[src/hw/rtl/timeout_timer_bank_core_assert.svh]
// assertion macros used by the timer bank core rtl
`ifndef TIMEOUT_TIMER_BANK_CORE_ASSERT_SVH
`define TIMEOUT_TIMER_BANK_CORE_ASSERT_SVH

// same-cycle implication
`define TTB_ASSERT_IMP(label, clk, rst_n, ante, cons) \
	label: assert property (@(posedge clk) disable iff (!rst_n) (ante) |-> (cons)) \
		else $error("timer bank assertion failed");

// next-cycle implication
`define TTB_ASSERT_NEXT(label, clk, rst_n, ante, cons) \
	label: assert property (@(posedge clk) disable iff (!rst_n) (ante) |=> (cons)) \
		else $error("timer bank assertion failed");

`endif

[src/hw/rtl/ttb_pkg.sv]
package ttb_pkg;

	localparam int NUM_TIMERS_DEF = 8;
	localparam int DUR_W = 48;
	localparam int TIME_W = 63;
	localparam int IDX_W = 3;
	localparam int CNT_W = 4;

	localparam logic [1:0] CMD_RESET_ONE = 2'd0;
	localparam logic [1:0] CMD_RESET_ALL = 2'd1;
	localparam logic [1:0] CMD_SCAN = 2'd2;

	typedef struct packed {
		logic [1:0]        command;
		logic [IDX_W-1:0]  timer_index;
		logic [DUR_W-1:0]  duration;
		logic [TIME_W-1:0] now_time;
	} item_t;

	typedef struct packed {
		logic [IDX_W-1:0] expired_index;
		logic             is_summary;
		logic [CNT_W-1:0] expired_count;
		logic             shortest_valid;
		logic [DUR_W-1:0] shortest_remaining;
		logic             watched_expired;
		logic             last;
	} result_t;

	typedef struct packed {
		logic [DUR_W-1:0]  dur;
		logic [TIME_W-1:0] start;
		logic              started;
	} timer_t;

	typedef struct packed {
		logic shift;
		logic load;
	} cell_ctl_t;

	typedef struct packed {
		logic clear;
		logic take;
	} ev_ctl_t;

	typedef struct packed {
		logic             hit;
		logic [IDX_W-1:0] hit_idx;
		logic [CNT_W-1:0] count;
		logic             sv;
		logic [DUR_W-1:0] shortest;
		logic             watched;
	} ev_sts_t;

	typedef enum logic [1:0] {
		ST_IDLE,
		ST_SCAN,
		ST_FLUSH,
		ST_REPORT
	} state_t;

endpackage

[src/hw/rtl/ttb_cell.sv]
module ttb_cell
	import ttb_pkg::*;
(
	input  logic              clk,
	input  logic              arst_n,
	input  cell_ctl_t         ctl,
	input  timer_t            nbr,
	input  logic [TIME_W-1:0] now,
	input  logic [DUR_W-1:0]  dur,
	output timer_t            held
);

	timer_t timer_q;

	always_ff @(posedge clk or negedge arst_n) begin
		if (!arst_n) begin
			timer_q <= '0;
		end else if (ctl.load) begin
			timer_q.start <= now;
			timer_q.started <= 1'b1;
			if (dur != '0) begin
				timer_q.dur <= dur;
			end
		end else if (ctl.shift) begin
			timer_q <= nbr;
		end
	end

	assign held = timer_q;

endmodule

[src/hw/rtl/ttb_eval.sv]
module ttb_eval
	import ttb_pkg::*;
#(
	parameter int NUM_TIMERS = NUM_TIMERS_DEF,
	localparam int CW = (NUM_TIMERS > 1) ? $clog2(NUM_TIMERS) : 1,
	localparam int EW = (CW > IDX_W) ? CW : IDX_W
) (
	input  logic              clk,
	input  logic              arst_n,
	input  ev_ctl_t           ctl,
	input  timer_t            head,
	input  logic [TIME_W-1:0] now,
	input  logic [IDX_W-1:0]  watch,
	input  logic [CW-1:0]     pos,
	output ev_sts_t           sts
);

	logic              act_s1;
	logic              live_s1;
	logic [CW-1:0]     pos_s1;
	logic              neg_s1;
	logic [TIME_W-1:0] fwd_s1;
	logic [TIME_W-1:0] back_s1;
	logic [DUR_W-1:0]  dur_s1;

	logic [TIME_W:0]   diff;
	logic [TIME_W-1:0] bck;

	logic              expired;
	logic [DUR_W-1:0]  rem_f;
	logic [DUR_W:0]    sum_b;
	logic              sat;
	logic [DUR_W-1:0]  rem;

	logic [CNT_W-1:0]  count_q;
	logic              sv_q;
	logic [DUR_W-1:0]  shortest_q;
	logic              watched_q;

	// elapsed time both ways
	always_comb begin
		diff = {1'b0, now} - {1'b0, head.start};
		bck = head.start - now;
	end

	always_ff @(posedge clk or negedge arst_n) begin
		if (!arst_n) begin
			act_s1 <= 1'b0;
		end else begin
			act_s1 <= ctl.take;
		end
	end

	always_ff @(posedge clk) begin
		live_s1 <= (head.dur != '0) && head.started;
		pos_s1 <= pos;
		neg_s1 <= diff[TIME_W];
		fwd_s1 <= diff[TIME_W-1:0];
		back_s1 <= bck;
		dur_s1 <= head.dur;
	end

	always_comb begin
		expired = !neg_s1 && ((|fwd_s1[TIME_W-1:DUR_W]) || (fwd_s1[DUR_W-1:0] >= dur_s1));
		rem_f = dur_s1 - fwd_s1[DUR_W-1:0];
		sum_b = {1'b0, dur_s1} + {1'b0, back_s1[DUR_W-1:0]};
		sat = (|back_s1[TIME_W-1:DUR_W]) || sum_b[DUR_W];
		if (neg_s1) begin
			rem = sat ? '1 : sum_b[DUR_W-1:0];
		end else begin
			rem = rem_f;
		end
	end

	always_ff @(posedge clk or negedge arst_n) begin
		if (!arst_n) begin
			count_q <= '0;
			sv_q <= 1'b0;
			shortest_q <= '0;
			watched_q <= 1'b0;
		end else if (ctl.clear) begin
			count_q <= '0;
			sv_q <= 1'b0;
			shortest_q <= '0;
			watched_q <= 1'b0;
		end else if (act_s1 && live_s1) begin
			if (expired) begin
				count_q <= count_q + CNT_W'(1);
				if (EW'(pos_s1) == EW'(watch)) begin
					watched_q <= 1'b1;
				end
			end else if (!sv_q || (rem < shortest_q)) begin
				shortest_q <= rem;
				sv_q <= 1'b1;
			end
		end
	end

	always_comb begin
		sts.hit = act_s1 && live_s1 && expired;
		sts.hit_idx = IDX_W'(pos_s1);
		sts.count = count_q;
		sts.sv = sv_q;
		sts.shortest = shortest_q;
		sts.watched = watched_q;
	end

endmodule

[src/hw/rtl/timeout_timer_bank_core.sv]
// Bank of NUM_TIMERS timeout timers held in a ring of cells. A reset command
// (one timer or all), like any other non-scan command, is taken with busy low;
// its acknowledge word is on result, with strobe high, in the cycle after
// start. A scan rotates the ring one timer per cycle past a single
// subtract-and-compare unit; busy is high in the scan, flush and report states;
// each expired timer gives one word in ascending index order and the summary
// word comes last. Words are strobed for one cycle and cannot be held off.
`include "timeout_timer_bank_core_assert.svh"

module timeout_timer_bank_core
	import ttb_pkg::*;
#(
	parameter int NUM_TIMERS = NUM_TIMERS_DEF
) (
	input  logic    clk,
	input  logic    arst_n,
	input  logic    start,
	output logic    busy,
	input  item_t   item,
	output logic    strobe,
	output result_t result
);

	localparam int CW = (NUM_TIMERS > 1) ? $clog2(NUM_TIMERS) : 1;
	localparam int EW = (CW > IDX_W) ? CW : IDX_W;
	localparam logic [CW-1:0] LAST_POS = CW'(NUM_TIMERS - 1);

	state_t            state_q;
	state_t            state_d;
	logic [CW-1:0]     cnt_q;
	logic [TIME_W-1:0] now_q;
	logic [IDX_W-1:0]  watch_q;
	logic              strobe_q;
	result_t           result_q;
	result_t           result_d;

	logic              acc;
	logic              is_scan;
	logic              shift;
	ev_ctl_t           ev_ctl;
	ev_sts_t           ev_sts;

	timer_t            held [NUM_TIMERS];
	cell_ctl_t         cell_ctl [NUM_TIMERS];
	timer_t            head_upd;

	always_comb begin
		acc = start && !busy;
		is_scan = item.command == CMD_SCAN;
	end

	always_comb begin
		state_d = state_q;
		case (state_q)
			ST_IDLE: begin
				if (acc && is_scan) begin
					state_d = ST_SCAN;
				end
			end
			ST_SCAN: begin
				if (cnt_q == LAST_POS) begin
					state_d = ST_FLUSH;
				end
			end
			ST_FLUSH: state_d = ST_REPORT;
			ST_REPORT: state_d = ST_IDLE;
			default: state_d = ST_IDLE;
		endcase
	end

	always_comb begin
		busy = state_q != ST_IDLE;
		shift = state_q == ST_SCAN;
		ev_ctl.clear = acc && is_scan;
		ev_ctl.take = state_q == ST_SCAN;
	end

	always_ff @(posedge clk or negedge arst_n) begin
		if (!arst_n) begin
			state_q <= ST_IDLE;
			cnt_q <= '0;
		end else begin
			state_q <= state_d;
			if (state_q == ST_SCAN) begin
				cnt_q <= cnt_q + CW'(1);
			end else begin
				cnt_q <= '0;
			end
		end
	end

	always_ff @(posedge clk) begin
		if (acc && is_scan) begin
			now_q <= item.now_time;
			watch_q <= item.timer_index;
		end
	end

	// a set timer that never started takes the scan time as it leaves the head
	always_comb begin
		head_upd = held[0];
		if ((held[0].dur != '0) && !held[0].started) begin
			head_upd.start = now_q;
			head_upd.started = 1'b1;
		end
	end

	for (genvar i = 0; i < NUM_TIMERS; i++) begin : g_cell
		timer_t nbr;

		assign cell_ctl[i].shift = shift;
		assign cell_ctl[i].load = acc && ((item.command == CMD_RESET_ALL) ||
			((item.command == CMD_RESET_ONE) && (EW'(item.timer_index) == EW'(i))));

		if (i == NUM_TIMERS - 1) begin : g_tail
			assign nbr = head_upd;
		end else begin : g_mid
			assign nbr = held[i+1];
		end

		ttb_cell u_cell (
			.clk    (clk),
			.arst_n (arst_n),
			.ctl    (cell_ctl[i]),
			.nbr    (nbr),
			.now    (item.now_time),
			.dur    (item.duration),
			.held   (held[i])
		);
	end

	ttb_eval #(
		.NUM_TIMERS (NUM_TIMERS)
	) u_eval (
		.clk    (clk),
		.arst_n (arst_n),
		.ctl    (ev_ctl),
		.head   (held[0]),
		.now    (now_q),
		.watch  (watch_q),
		.pos    (cnt_q),
		.sts    (ev_sts)
	);

	always_ff @(posedge clk or negedge arst_n) begin
		if (!arst_n) begin
			strobe_q <= 1'b0;
		end else begin
			strobe_q <= (acc && !is_scan) || ev_sts.hit || (state_q == ST_REPORT);
		end
	end

	always_comb begin
		result_d = '0;
		if (acc && !is_scan) begin
			result_d.is_summary = 1'b1;
			result_d.last = 1'b1;
		end else if (ev_sts.hit) begin
			result_d.expired_index = ev_sts.hit_idx;
		end else if (state_q == ST_REPORT) begin
			result_d.is_summary = 1'b1;
			result_d.expired_count = ev_sts.count;
			result_d.shortest_valid = ev_sts.sv;
			result_d.shortest_remaining = ev_sts.shortest;
			result_d.watched_expired = ev_sts.watched;
			result_d.last = 1'b1;
		end
	end

	always_ff @(posedge clk) begin
		result_q <= result_d;
	end

	assign strobe = strobe_q;
	assign result = result_q;

	`TTB_ASSERT_NEXT(a_report_word, clk, arst_n, state_q == ST_REPORT, strobe_q && result_q.last)
	`TTB_ASSERT_NEXT(a_ack_word, clk, arst_n, acc && !is_scan, strobe_q && result_q.is_summary)
	`TTB_ASSERT_NEXT(a_scan_end, clk, arst_n, state_q == ST_SCAN && cnt_q == LAST_POS, state_q == ST_FLUSH)
	`TTB_ASSERT_IMP(a_hit_busy, clk, arst_n, ev_sts.hit, state_q == ST_SCAN || state_q == ST_FLUSH)

endmodule

[config.mk]
export PLATFORM = sky130hd
export DESIGN_NAME = timeout_timer_bank_core
export DESIGN_NICKNAME = d
export VERILOG_FILES = /design/src/hw/rtl/ttb_pkg.sv /design/src/hw/rtl/ttb_cell.sv /design/src/hw/rtl/ttb_eval.sv /design/src/hw/rtl/timeout_timer_bank_core.sv
export VERILOG_INCLUDE_DIRS = /design/src /design/src/hw/rtl
export SDC_FILE = /design/constraint.sdc
export NUM_CORES = 2
export LEC_CHECK = 0
export BUFFER_PORTS_ARGS = -buffer_cell sky130_fd_sc_hd__clkbuf_2
export CAP_MARGIN = 20
export CORE_MARGIN = 10
export CORE_UTILIZATION = 45
export DETAILED_ROUTE_END_ITERATION = 6
export PLACE_DENSITY_LB_ADDON = 0.15
export SYNTH_ARGS = -nofsm -noshare
export SYNTH_HDL_FRONTEND = slang
export SYNTH_SLANG_ARGS = --single-unit
export TNS_END_PERCENT = 5
[constraint.sdc]
create_clock -name clk -period 4.7 [get_ports clk]
set_clock_uncertainty 0.2 [all_clocks]
set_input_delay 1.175 -clock clk [delete_from_list [all_inputs] [get_ports clk]]
set_output_delay 1.175 -clock clk [all_outputs]
set_load 0.05 [all_outputs]
==> metrics.txt <==
outcome=finished, violations left; failing checks=setup timing; CTS Root Cell=clkbuf_16; startpoint types=flip-flop; IO Count=180; Post-synth EDFFs=66; worst-margin pin slew=970 ps; fmax=0.189 GHz; Slew headroom=0.353; Residual DRC=0; layout cells sized above 1=0.158; DP HPWL=142000 µm; footprint of the multi-input gates=0.0337 mm²; vias=52245; Initial Utilization=0.452; Detailed Route Iter0 Violations=3925; number of global-route vias before repair=51334; WL per Instance=20.6 µm; Total Wirelength=196000 µm; Main synth FF type=dfrtp_1; Filler cells=13329; Final Max Tran Viols=0; crit-path max cell delay=350 ps; largest net degree at the start of global routing=126; leading area contributor after synthesis=dfrtp_1; final core occ=0.535; worst setup margin=-593 ps; synthesized area=0.0665 mm²; pre-CTS WS=-979 ps; library cells used by synthesis=97; vias per cell=5.49; cell count after synthesis=7077; Sequential Area=0.0307 mm²; Seq/Total Area, Yosys=0.461; flop and latch count out of synthesis=1259; Syn Nets=7477; CP required=5170 ps; max cap viols=0; RSZ-0062 raised after global routing=true; total CTS buffers=143; total core area=0.147 mm²; VDD IR max=374 µV; IO buf count=179; 1st-pass router iterations=6; CP Class=flip-flop to flip-flop; worst-skew pair later-pin latency=800 ps; Post-CTS Hold Buffers=0; share of the synthesized area in the top cell type=0.360; Worst path slowest cell=ha_1; FF-to-FF setup slack=-590 ps; Final ANT Viol Nets=0; Area growth, synth to finish=18.5%; Setup-failing EPs final=48; Synth Area per Inst=9.40 µm²; static leakage=0.0368 µW; CP Capture Type=flip-flop; die height=404 µm; crit path time final=5290 ps; clk slew on worst S/H paths=60 ps; GPL Wtd Cong=0.970; PwrDens=742 mW/mm²; Total Neg Setup Slack=-24710 ps; total number of yosys warnings=0; CTS Sinks=1259; Rows=141; final hold violation count=0; CTS max path bufs=3; Critical Path Fanout Max=8; Final #Nets=7868; worst hold path class=flip-flop to flip-flop; initial antenna violation count=11; GRT overflow=0; most frequent cells in the layout=dfrtp_1, mux2i_1, a21oi_1; Synth area leaders=dfrtp_1, mux2i_1, dfxtp_1; GRT Overall Usage=0.236; commonest non-fill, non-tap cell in the layout=dfrtp_1; Crit path arrival time=5760 ps; first-pass GRT wire length=309000 µm; ys async rst share=0.760; total die area=0.164 mm²; # H-tree levels=4; Die Wd=404 µm; CTS tree=done; period utilization=1.13
## worst max-delay path: cells and delay by family, from the launching register on
family / cells / cell delay (ps)
compound gates: 14 / 2520
xor+xnor: 1 / 350
fa+ha+maj: 2 / 690
buf+inv: 4 / 550
flops: 1 / 320
mux: 1 / 180
simple gates: 3 / 350
## logic make-up after synthesis
| family | after synthesis | share of synthesized area |
|---|---|---|
| AOI/OAI and AO/OA | 1956 | 0.172 |
| muxes | 859 | 0.129 |
| buffers and inverters | 816 | 0.0481 |
| and+or+nand+nor | 1718 | 0.112 |
| DFF | 1259 | 0.461 |
| adders and majority gates | 281 | 0.0533 |
| xor gates and xnor gates | 188 | 0.0248 |
## Yosys cell counts (14+ instances only)
cell type,n
nand2b_1,21
nor2b_1,38
dfrtp_1,957
nor4_1,42
a211oi_1,39
buf_1,76
or2_2,14
mux2i_1,854
o211ai_1,77
nand3_1,43
o21a_1,24
and2_1,75
and3_1,29
clkbuf_2,64
o21bai_1,43
a21oi_1,733
nor2_1,608
nor3_1,50
ha_1,277
a21o_1,134
inv_1,280
xnor2_1,124
xor2_1,64
o21ai_0,678
nand2_1,696
nand4_1,50
edfxtp_1,66
clkbuf_1,376
a31oi_1,35
dfxtp_1,236
o21ai_1,20
## state kept, by name, indices dropped and copies added, names as in the netlist, 4 cells and up
| signal | cells |
|---|---|
| g_cell.u_cell.held | 896 |
| now_q | 63 |
| u_eval.back_s1 | 63 |
| u_eval.fwd_s1 | 62 |
| result | 58 |
| u_eval.dur_s1 | 48 |
| u_eval.shortest_q | 48 |
| u_eval.count_q | 4 |
## per-layer routing
layer	wire length (µm)	part of all wire	GRT usage	vias to the layer above
met1	97800	0.50	0.360	25290
met4	3940	0.020	0.0557	2
met2	83800	0.43	0.349	1227
met3	10700	0.055	0.0365	229
li1	-	-	-	25497
met5	18	0.000092	0	-
## layout make-up
type,count,area share
multi-input cells,5002,0.428
repair buffers,782,0.0775
inverters,280,0.0134
diodes,6,0.000190
clock buffers,214,0.0527
well taps,1930,0.0306
clock inverters,46,0.00865
flip-flops and latches,1259,0.389
## timing repair
item | CTS | global route
gates cloned | 2 | 0
endpoints found under the setup margin | 48 | 48
buffers inserted | 22 | 3
gates resized for setup | 120 | 46
endpoints found under the hold margin | 0 | 0
pin swaps | 57 | 20
## metrics by stage
stage	power (µW)	hold slack (ps)	instance area, µm²	std cells
final	58500	185	78800	9519
after global routing	62600	186	78800	9517
after CTS	58200	184	78600	9510
after detailed placement	46000	166	72900	9228
after global placement	45500	162	72900	9226
after floorplan	35300	151	66600	7077
## report_power, final
part	switching, µW	leakage, µW	internal, µW
Combinational	16200	0.0207	12500
Clock	4780	0.00235	6540
Sequential	3070	0.0138	15500
Total	24000	0.0368	34500
## final timing paths
path / from / end / depth (start not counted)
setup reg to reg: u_eval.dur_s1[19]$_DFF_P_ / u_eval.shortest_q[3]$_DFFE_PN0P_ / 25
max in group asynchronous: arst_n / g_cell[3].u_cell.held[96]$_DFFE_PN0P_ / 2
hold reg to reg: cnt_q[1]$_DFF_PN0_ / u_eval.pos_s1[1]$_DFF_P_ / 0
setup / recovery: u_eval.dur_s1[19]$_DFF_P_ / u_eval.shortest_q[3]$_DFFE_PN0P_ / 25
min in group asynchronous: arst_n / g_cell[4].u_cell.held[56]$_DFFE_PN0P_ / 1
hold / removal: cnt_q[1]$_DFF_PN0_ / u_eval.pos_s1[1]$_DFF_P_ / 0
(Power assumes the default switching activity.)
